$ cat src/rtl/bmhq_pkg.sv
// Shared types and constants for the binary min-heap queue.
// Holds the payload structs, status codes, controller states and the
// command/flag structs between controller and datapath. No dependencies.
package bmhq_pkg;

    localparam int unsigned DEFAULT_DEPTH = 32;
    localparam int unsigned KEY_W         = 32;
    localparam int unsigned FILL_W        = 6;

    // Operation codes
    localparam logic OP_INSERT  = 1'b0;
    localparam logic OP_EXTRACT = 1'b1;

    typedef enum logic [1:0] {
        ST_OK    = 2'd0,
        ST_FULL  = 2'd1,
        ST_EMPTY = 2'd2
    } t_status;

    typedef struct packed {
        logic                    op;
        logic signed [KEY_W-1:0] key_in;
    } t_in;

    typedef struct packed {
        logic signed [KEY_W-1:0] key_out;
        t_status                 status;
        logic [FILL_W-1:0]       fill_level;
    } t_out;

    typedef enum logic [3:0] {
        S_IDLE,
        S_CHECK,
        S_EX_LD,
        S_UP_RD,
        S_UP_CMP,
        S_DN_RD,
        S_DN_CMP,
        S_REPORT
    } t_state;

    // Controller to datapath
    typedef struct packed {
        logic latch_in;   // capture the input beat
        logic check;      // set status, clear result key
        logic ins_init;   // place hole at end, bump count
        logic ext_rd;     // read root and last entry
        logic ext_load;   // take root as result, last as moving key
        logic up_rd;      // read parent of hole
        logic up_mv;      // move parent down into hole
        logic dn_rd;      // read both children of hole
        logic dn_mv;      // move smaller child up into hole
        logic wr_key;     // drop moving key into hole
    } t_cmd;

    // Datapath to controller
    typedef struct packed {
        logic is_ext;
        logic full;
        logic empty;
        logic at_root;
        logic has_lc;
        logic parent_gt;
        logic child_lt;
    } t_flags;

endpackage

$ cat src/rtl/bmhq_ctrl.sv
// Sequencer for the binary min-heap queue: walks insert and extract
// through check, sift steps and report. Depends on bmhq_pkg.
module bmhq_ctrl (
    input  logic            i_clk,
    input  logic            i_rst_n,
    input  logic            start,
    input  bmhq_pkg::t_flags i_flags,
    output logic            busy,
    output logic            o_done,
    output bmhq_pkg::t_cmd  o_cmd
);
    import bmhq_pkg::*;

    t_state r_state;
    t_state n_state;

    // State register
    always_ff @(posedge i_clk) begin
        if (!i_rst_n) begin
            r_state <= S_IDLE;
        end else begin
            r_state <= n_state;
        end
    end

    // Next state
    always_comb begin
        n_state = r_state;
        unique case (r_state)
            S_IDLE: begin
                if (start) n_state = S_CHECK;
            end
            S_CHECK: begin
                if (i_flags.is_ext) begin
                    n_state = i_flags.empty ? S_REPORT : S_EX_LD;
                end else begin
                    n_state = i_flags.full ? S_REPORT : S_UP_RD;
                end
            end
            S_EX_LD:  n_state = S_DN_RD;
            S_UP_RD:  n_state = i_flags.at_root ? S_REPORT : S_UP_CMP;
            S_UP_CMP: n_state = i_flags.parent_gt ? S_UP_RD : S_REPORT;
            S_DN_RD:  n_state = i_flags.has_lc ? S_DN_CMP : S_REPORT;
            S_DN_CMP: n_state = i_flags.child_lt ? S_DN_RD : S_REPORT;
            S_REPORT: n_state = S_IDLE;
            default:  n_state = S_IDLE;
        endcase
    end

    // Commands and status
    always_comb begin
        o_cmd  = '0;
        busy   = (r_state != S_IDLE);
        o_done = 1'b0;
        unique case (r_state)
            S_IDLE: begin
                o_cmd.latch_in = start;
            end
            S_CHECK: begin
                o_cmd.check    = 1'b1;
                o_cmd.ins_init = !i_flags.is_ext && !i_flags.full;
                o_cmd.ext_rd   = i_flags.is_ext && !i_flags.empty;
            end
            S_EX_LD: begin
                o_cmd.ext_load = 1'b1;
            end
            S_UP_RD: begin
                o_cmd.wr_key = i_flags.at_root;
                o_cmd.up_rd  = !i_flags.at_root;
            end
            S_UP_CMP: begin
                o_cmd.up_mv  = i_flags.parent_gt;
                o_cmd.wr_key = !i_flags.parent_gt;
            end
            S_DN_RD: begin
                o_cmd.dn_rd  = i_flags.has_lc;
                o_cmd.wr_key = !i_flags.has_lc;
            end
            S_DN_CMP: begin
                o_cmd.dn_mv  = i_flags.child_lt;
                o_cmd.wr_key = !i_flags.child_lt;
            end
            S_REPORT: begin
                o_done = 1'b1;
            end
            default: begin
                o_cmd = '0;
            end
        endcase
    end

endmodule

$ cat src/rtl/bmhq_dp.sv
// Datapath for the binary min-heap queue: key store, entry count, hole
// position, moving key and result registers. Depends on bmhq_pkg.
module bmhq_dp #(
    parameter int unsigned DEPTH = bmhq_pkg::DEFAULT_DEPTH
) (
    input  logic             i_clk,
    input  logic             i_rst_n,
    input  bmhq_pkg::t_in    i_item,
    input  bmhq_pkg::t_cmd   i_cmd,
    output bmhq_pkg::t_flags o_flags,
    output bmhq_pkg::t_out   o_res
);
    import bmhq_pkg::*;

    localparam int unsigned AW = $clog2(DEPTH);
    localparam int unsigned CW = $clog2(DEPTH + 1);
    localparam int unsigned IW = AW + 2;

    logic signed [KEY_W-1:0] r_mem [DEPTH];

    logic [CW-1:0]           r_count;
    logic                    r_op;
    logic signed [KEY_W-1:0] r_key;
    logic signed [KEY_W-1:0] r_root;
    t_status                 r_stat;
    logic [AW-1:0]           r_pos;
    logic signed [KEY_W-1:0] r_rd_a;
    logic signed [KEY_W-1:0] r_rd_b;

    logic [AW-1:0]           parent;
    logic [IW-1:0]           lc;
    logic [IW-1:0]           rc;
    logic [IW-1:0]           count_x;
    logic                    has_rc;
    logic                    pick_rc;
    logic signed [KEY_W-1:0] pick_val;
    logic [AW-1:0]           pick_pos;
    logic [AW-1:0]           rd_addr_a;
    logic [AW-1:0]           rd_addr_b;
    logic                    wr_en;
    logic signed [KEY_W-1:0] wr_data;
    logic [CW+FILL_W-1:0]    fill_x;

    // Tree index arithmetic
    assign parent   = (r_pos - AW'(1)) >> 1;
    assign lc       = {1'b0, r_pos, 1'b1};
    assign rc       = lc + IW'(1);
    assign count_x  = IW'(r_count);
    assign has_rc   = (rc < count_x);
    assign pick_rc  = has_rc && (r_rd_b < r_rd_a);
    assign pick_val = pick_rc ? r_rd_b : r_rd_a;
    assign pick_pos = pick_rc ? rc[AW-1:0] : lc[AW-1:0];

    // Status to the controller
    always_comb begin
        o_flags.is_ext    = (r_op == OP_EXTRACT);
        o_flags.full      = (r_count == CW'(DEPTH));
        o_flags.empty     = (r_count == '0);
        o_flags.at_root   = (r_pos == '0);
        o_flags.has_lc    = (lc < count_x);
        o_flags.parent_gt = (r_rd_a > r_key);
        o_flags.child_lt  = (pick_val < r_key);
    end

    // Read addresses
    always_comb begin
        rd_addr_a = parent;
        rd_addr_b = rc[AW-1:0];
        if (i_cmd.ext_rd) begin
            rd_addr_a = '0;
            rd_addr_b = AW'(r_count - CW'(1));
        end else if (i_cmd.dn_rd) begin
            rd_addr_a = lc[AW-1:0];
        end else if (i_cmd.up_rd) begin
            rd_addr_a = parent;
        end
    end

    // Write port: moving key or shifted entry into the hole
    assign wr_en   = i_cmd.wr_key || i_cmd.up_mv || i_cmd.dn_mv;
    assign wr_data = i_cmd.up_mv ? r_rd_a : (i_cmd.dn_mv ? pick_val : r_key);

    // Key store
    always_ff @(posedge i_clk) begin
        if (wr_en) begin
            r_mem[r_pos] <= wr_data;
        end
        r_rd_a <= r_mem[rd_addr_a];
        r_rd_b <= r_mem[rd_addr_b];
    end

    // Entry count
    always_ff @(posedge i_clk) begin
        if (!i_rst_n) begin
            r_count <= '0;
        end else if (i_cmd.ins_init) begin
            r_count <= r_count + CW'(1);
        end else if (i_cmd.ext_load) begin
            r_count <= r_count - CW'(1);
        end
    end

    // Operation, moving key, hole position and result
    always_ff @(posedge i_clk) begin
        if (i_cmd.latch_in) begin
            r_op  <= i_item.op;
            r_key <= i_item.key_in;
        end
        if (i_cmd.check) begin
            r_root <= '0;
            if (r_op == OP_EXTRACT) begin
                r_stat <= o_flags.empty ? ST_EMPTY : ST_OK;
            end else begin
                r_stat <= o_flags.full ? ST_FULL : ST_OK;
            end
        end
        if (i_cmd.ins_init) begin
            r_pos <= AW'(r_count);
        end
        if (i_cmd.ext_load) begin
            r_root <= r_rd_a;
            r_key  <= r_rd_b;
            r_pos  <= '0;
        end
        if (i_cmd.up_mv) begin
            r_pos <= parent;
        end
        if (i_cmd.dn_mv) begin
            r_pos <= pick_pos;
        end
    end

    // Result beat
    assign fill_x           = {{FILL_W{1'b0}}, r_count};
    assign o_res.key_out    = r_root;
    assign o_res.status     = r_stat;
    assign o_res.fill_level = fill_x[FILL_W-1:0];

endmodule

$ cat src/rtl/binary_min_heap_queue.sv
// Top level of the binary min-heap queue of signed 32-bit keys.
// Joins controller bmhq_ctrl and datapath bmhq_dp; types from bmhq_pkg.
//
//   channel | ports                 | handshake
//   --------+-----------------------+-------------------------------
//   item in | i_item (t_in)         | taken when start && !busy
//   result  | o_res (t_out)         | o_done high one cycle, no stall
//
// An item is accepted, then checked; an extract then loads the root. Each level
// the hole moves takes one store read and one compare and move; then the moving
// key is dropped into the hole and the result reported. A hole moves at most
// log2(DEPTH) levels; a rejected item goes straight from check to report.
// Reset clears the count and the sequencer; store contents need no clearing.
// The receiver cannot stall a result.
module binary_min_heap_queue #(
    parameter int unsigned DEPTH = bmhq_pkg::DEFAULT_DEPTH
) (
    input  logic           i_clk,
    input  logic           i_rst_n,
    input  logic           start,
    input  bmhq_pkg::t_in  i_item,
    output logic           busy,
    output logic           o_done,
    output bmhq_pkg::t_out o_res
);
    import bmhq_pkg::*;

    t_cmd   cmd;
    t_flags flags;

    bmhq_ctrl u_ctrl (
        .i_clk   (i_clk),
        .i_rst_n (i_rst_n),
        .start   (start),
        .i_flags (flags),
        .busy    (busy),
        .o_done  (o_done),
        .o_cmd   (cmd)
    );

    bmhq_dp #(
        .DEPTH (DEPTH)
    ) u_dp (
        .i_clk   (i_clk),
        .i_rst_n (i_rst_n),
        .i_item  (i_item),
        .i_cmd   (cmd),
        .o_flags (flags),
        .o_res   (o_res)
    );

    // A result beat ends the item: the block is free next cycle
    a_done_frees: assert property (@(posedge i_clk) disable iff (!i_rst_n)
        o_done |=> !busy)
        else $error("block still busy after result beat");

    // An accepted item keeps the block busy
    a_accept_busy: assert property (@(posedge i_clk) disable iff (!i_rst_n)
        (start && !busy) |=> busy)
        else $error("accepted item did not raise busy");

    // Only an ok extract carries a key
    a_reject_zero: assert property (@(posedge i_clk) disable iff (!i_rst_n)
        (o_done && o_res.status != ST_OK) |-> (o_res.key_out == '0))
        else $error("rejected item carries a nonzero key");

    // A rejected insert leaves the heap full
    a_full_level: assert property (@(posedge i_clk) disable iff (!i_rst_n)
        (o_done && o_res.status == ST_FULL) |->
            (o_res.fill_level == FILL_W'(DEPTH)))
        else $error("full status with heap not full");

endmodule
$ cat config.mk
export PLATFORM = sky130hd
export DESIGN_NAME = binary_min_heap_queue
export DESIGN_NICKNAME = d
export VERILOG_FILES = /design/src/rtl/bmhq_pkg.sv /design/src/rtl/bmhq_ctrl.sv /design/src/rtl/bmhq_dp.sv /design/src/rtl/binary_min_heap_queue.sv
export SDC_FILE = /design/constraint.sdc
export NUM_CORES = 2
export LEC_CHECK = 0
export ABC_AREA = 1
export BUFFER_PORTS_ARGS = -buffer_cell sky130_fd_sc_hd__buf_2
export CAP_MARGIN = 10
export CORE_MARGIN = 4
export CORE_UTILIZATION = 45
export CTS_BUF_LIST = sky130_fd_sc_hd__clkbuf_8
export DETAILED_ROUTE_END_ITERATION = 12
export PLACE_DENSITY = 0.59
export SKIP_LAST_GASP = 1
export SYNTH_ARGS = -nofsm -noshare
export SYNTH_HDL_FRONTEND = slang
export SYNTH_SLANG_ARGS = --single-unit
export TNS_END_PERCENT = 20
$ cat constraint.sdc
create_clock -name i_clk -period 15.4 [get_ports i_clk]
set_input_delay 3.08 -clock i_clk [delete_from_list [all_inputs] [get_ports i_clk]]
set_output_delay 3.08 -clock i_clk [all_outputs]
set_load 0.005 [all_outputs]
Yosys cells after proc, flatten, opt, wreduce, memory -nomap -nowiden. Memories as Yosys holds them, arrays and structs flattened. A register that Yosys moved wholly into a read port is not among the register bits. Index checks and enable logic that the tools add are counted.

Bits in writable memories: 1024. Memories kept: 1. Register bits after elaboration: 82. Output and inout bits: 42. Logic and storage cells: 84. Input port bits: 36.

$lt $le $gt $ge: 5. Mux-type cells: 39. Add/sub/neg operators: 4. Reduce and logical (&&, ||, !) cells: 19. Equal/unequal tests: 9.

Memory list: u_dp.r_mem (words 32, width 32, rd ports 2, clocked after memory_dff 2, write ports 1, line bmhq_dp.sv:19) `logic signed [KEY_W-1:0] r_mem [DEPTH];`.

Operator list (count): 32-bit two-way mux (7); 32-bit less-than comparator (2); 5-bit two-way mux (8); 32-bit > comparator (1); 4-bit case mux with 7 select lines (1); 4-bit by 3-bit == test with 1-bit output (second input constant) (4); 3-bit two-way mux (4); 6-bit two-way mux (2); 1-bit two-way mux (10); 4-bit by 2-bit == test with 1-bit output (second input constant) (2); 2-bit two-way mux (4); 4-bit two-way mux (2); 4-bit nonzero test (2); 6-bit by 1-bit adder with 7-bit output (second input constant) (1); 7-bit by 6-bit less-than comparator with 1-bit output (1); 6-bit by 1-bit adder with 6-bit output (second input constant) (1); 6-bit == test (second input constant) (1); 1-bit zero test (6); 6-bit zero test (1); 6-bit less-than comparator (1); 2-bit nonzero test (3); 6-bit by 1-bit subtractor with 6-bit output (second input constant) (1); 5-bit zero test (1); 5-bit by 1-bit subtractor with 5-bit output (second input constant) (1); other kinds (6) (9).

Depth between registers and ports, before layout.
Depth in word-level cells: 11. Gate-level depth with buffers: 36. Mapped depth without buffers: 32.

Hierarchy. From an unflattened synthesis, not the netlist that was laid out.

Cell total of the unflattened synthesis: 5791. Area, all modules: 57893.0 um2.

By module, submodules not included: bmhq_dp (seq. area each 34312.9 um2, instances 1, area each 57572.7 um2, cells each 5735); bmhq_ctrl (seq. area each 60.1 um2, instances 1, area each 320.3 um2, cells each 56).

Worst setup path after synthesis. OpenSTA, ideal clock, no wires.

Kind: input -> register. Start: input start. End: register u_dp.r_key[0], enable pin. Stages on the path: 2. Data arrival time: 5.410 ns. Buffers on the path: 0. Required time: 14.934 ns. Library setup time: 0.466 ns. Slack: 9.525 ns. Path through: inv_1 o21ai_0.

Longest elaborated chain between the ends: 2.

RTL lines: start, declared (line binary_min_heap_queue.sv:20) `input logic start,`; 1-bit two-way mux (line bmhq_ctrl.sv:55) `unique case (r_state)`; 2-bit nonzero test (no source line); end signal, assigned (line bmhq_dp.sv:107) `r_key <= i_item.key_in;`; end signal, assigned (line bmhq_dp.sv:122) `r_key <= r_rd_b;`; end, declared (line bmhq_dp.sv:23) `logic signed [KEY_W-1:0] r_key;`.

No other way between the ends. A chain may end at the register's enable or synchronous reset.

Final worst setup path.
Start: register u_dp.r_pos[0]. End: memory u_dp.r_mem[7][8] (data pin).

Longest elaborated chain between the ends: 8.

RTL lines: start, declared (line bmhq_dp.sv:26) `logic [AW-1:0] r_pos;`; start signal, assigned (line bmhq_dp.sv:118) `r_pos <= AW'(r_count);`; start signal, assigned (line bmhq_dp.sv:126) `r_pos <= parent;`; start signal, assigned (line bmhq_dp.sv:129) `r_pos <= pick_pos;`; 6-bit by 1-bit adder with 7-bit output (*) (line bmhq_dp.sv:47) `assign rc = lc + IW'(1);`; 7-bit by 6-bit less-than comparator with 1-bit output (*) (line bmhq_dp.sv:49) `assign has_rc = (rc < count_x);`; 1-bit logical AND (*) (line bmhq_dp.sv:50) `assign pick_rc = has_rc && (r_rd_b < r_rd_a);`; 32-bit two-way mux (*) (line bmhq_dp.sv:51) `assign pick_val = pick_rc ? r_rd_b : r_rd_a;`; 32-bit less-than comparator (line bmhq_dp.sv:62) `o_flags.child_lt = (pick_val < r_key);`; 1-bit two-way mux (line bmhq_ctrl.sv:55); 32-bit two-way mux (*) (2 in a row) (line bmhq_dp.sv:81) `assign wr_data = i_cmd.up_mv ? r_rd_a : (i_cmd.dn_mv ? pick_val : r_key);`; net u_dp.wr_data[8] (line bmhq_dp.sv:41) `logic signed [KEY_W-1:0] wr_data;`; end, declared (line bmhq_dp.sv:19).

The timed path passes the listed nets; every way through them passes the cells marked *.

==> run metrics <==
Rel. slew slack 12.1%; post-synthesis mux area share 0.0192%; ANT nets after route 0; CTS tree done; Yosys top cell area share 56.1%; min Tclk post-route 8.56 ns; complex-gate fraction of the synthesized area 18.9%; Post-synth top flop edfxtp_1; final hold vios 0; Final setup viols 0; hpwl dp 121000 um; Overflow after GRT 0; Largest delay share family, worst path simple AND/OR/NAND/NOR gates; vias in the first global route 45300; Num Clock Sinks 1169; Seq cells post-synth 1169; Die X 369 um; worst path arrival time 9.15 ns; Highest Clock Rate 117 MHz; GR met2 Demand/Resource 46.8%; met1 Use GR 43.4%; count leader, synth edfxtp_1; min-delay src u_dp.r_count[5]$_SDFFE_PN0P_; Max clock buf depth 3; grt peak-use layer met2; max-cap violations 0; fin util 49.4%; Tcrit/Tclk final 55.6%; global routing usage on met3 7.06%; CP startpoint u_dp.r_pos[0]$_DFFE_PP_; Mapped Area 0.0587 mm2; pin count of the biggest net entering global routing 181; top cells by area, synth edfxtp_1 56%, nand2_1 6.4%, o211ai_1 5.2%; initial core utilization 45.3%; most used cell, CP nand2_1; Placed Area 0.0603 mm2; Synth Area in XOR/XNOR 0.149%; crit path capture type flop; IO Port Bufs 77; die area 0.136 mm2; share of layout cells above drive strength 1 8.01%; Yosys cell types 48; Slew @ Worst Pin 1.31 ns; area grow syn2layout 9.02%; slowest CP cell nand3_4; Ports 78; Crit Path Class reg2reg; CP bufs+invs 2; Global Route Usage Sum 31.3%; Root Driver clkbuf_8; area leader, netlist edfxtp_1; count of flip-flops with a built-in enable after synthesis 1096; largest family of logic cells by synthesized area compound AO/OA/AOI/OAI gates; Chip Height 369 um; CP Cell Sequence inv_1 > ha_1 > ha_1 > a21oi_1 > nand2_1 > a21oi_1 > o21bai_1 > a21oi_1 > nand3_2 > buf_4 > o21ai_0 > ha_1 > a21oi_1 > nor2_1 > a2111oi_0 > nand2_1 > nand2_1 > nand2_1 > nand2_2 > nand3_4 > nand2_1 > nand3_1 > nand2_1; filler cell count 11800; Hold Path Class reg2reg; syn_area_per_cell 9.76 um2; Routed WL 221000 um; R2R Path Start u_dp.r_pos[0]$_DFFE_PP_; sequential area share after synthesis 58.6%; number of H-tree levels 4; Final Max Slew Viols 0; simple-gate share of the synthesized area 14.1%; DRT iter0 DRCs 7942; post-CTS setup buffer count 0; Clock Pin Slew Worst Setup and Hold Paths 0.06 ns; Warnings, synthesis 0; Final Skew 0.0603 ns; max incr delay on CP 1.10 ns; DR WL/cell 28.2 um; top cells by count, synth 1096 x edfxtp_1, 1002 x nand2_1, 751 x nor2_1; Post-Synth Adder-Cell Area 2.37%; DRC violations left 0; outcome completed; unrepaired setup endpoints after global routing no; routability congestion estimate 0.926; CP Launch Type flop; Worst EP required 15.99 ns; post-layout net count 6048; later-pin clock latency in the skew report 0.96 ns; vias after detailed routing 49700; 1st-pass router iterations 8; hold-fix buffers at CTS 0; Rows 132; Vias/cell 6.36; CTS Buf Count 193; syn nets 6159; Post-Synthesis Cells 6012; peak fanout along the critical path 43; final instance area 0.0640 mm2; post_cts resized 0; setup TNS after final layout 0 ns; first-pass GRT wire length 312000 um; initial antenna violation count 12; core region area 0.129 mm2; ys async rst share 0%
==> path summary, 6_finish.rpt <==
kind	slack, ns	to	cells after the start
max reg2reg	6.84	u_dp.r_mem[7][8]$_DFFE_PP_	23
min reg2reg	0.56	u_dp.r_count[5]$_SDFFE_PN0P_	1
max	6.84	u_dp.r_mem[7][8]$_DFFE_PP_	23
min	0.56	u_dp.r_count[5]$_SDFFE_PN0P_	1
==> cells in the final DEF, fill, tap and decap left out, drive strengths merged, types with 4 or more instances in the layout <==
cell,instances
bufinv,6
nand2,1004
a31oi,72
a21oi,417
nor3,26
a22oi,78
inv,473
edfxtp,1096
ha,111
nor2,753
a211oi,13
clkinv,79
xor2,8
clkbuf,201
a221oi,4
o21a,5
o211ai,406
nand4,39
o21ai,499
nand3,244
o311ai,132
buf,170
dfxtp,73
o22ai,56
o31ai,17
o32ai,65
diode,5
==> layer usage <==
layer / vias up / share of wire [%]
li1: 21600 / -
met1: 24100 / 40
met2: 3377 / 43
met3: 649 / 12
met4: 4 / 5.0
met5: - / 0.011
==> layout make-up <==
type                            count  area [um2]  share of cell area, %
Tap cell                         1742        2180                   3.41
Antenna cell                        5        12.5                 0.0196
Sequential cell                  1169       34400                   53.7
Inverter                          403        1550                   2.43
Clock inverter                    157         913                   1.43
Clock buffer                      201        2770                   4.32
Timing Repair Buffer              170        1210                   1.89
Multi-Input combinational cell   3964       21000                   32.8
==> cell families after synthesis <==
| family | after synthesis |
|---|---|
| buffers and inverters | 879 |
| DFF | 1169 |
| AOI/OAI and AO/OA | 1771 |
| adders and majority gates | 111 |
| and+or+nand+nor | 2071 |
| xor gates and xnor gates | 10 |
| muxes | 1 |
==> stage by stage <==
step           setup WS [ns]  hold slack [ns]  instances
6_report                6.84            0.563       7811
5_1_grt                 6.53            0.589       7808
4_1_cts                 7.13            0.563       7806
3_3_place_gp            7.12            0.527       7447
2_1_floorplan           9.52            0.516       6012
3_5_place_dp            7.19            0.550       7448
==> registers in the layout, indices dropped and copies added, names as in the netlist <==
name	count
u_ctrl.r_state	3
u_dp.r_count	6
u_dp.r_key	32
u_dp.r_mem	1024
u_dp.r_op	1
u_dp.r_pos	5
u_dp.r_rd_a	32
u_dp.r_rd_b	32
u_dp.r_root	32
u_dp.r_stat	2
Power is left out: the tool's default activity adds up to more than one toggle a clock period on the data nets, which glitch-free logic cannot reach.
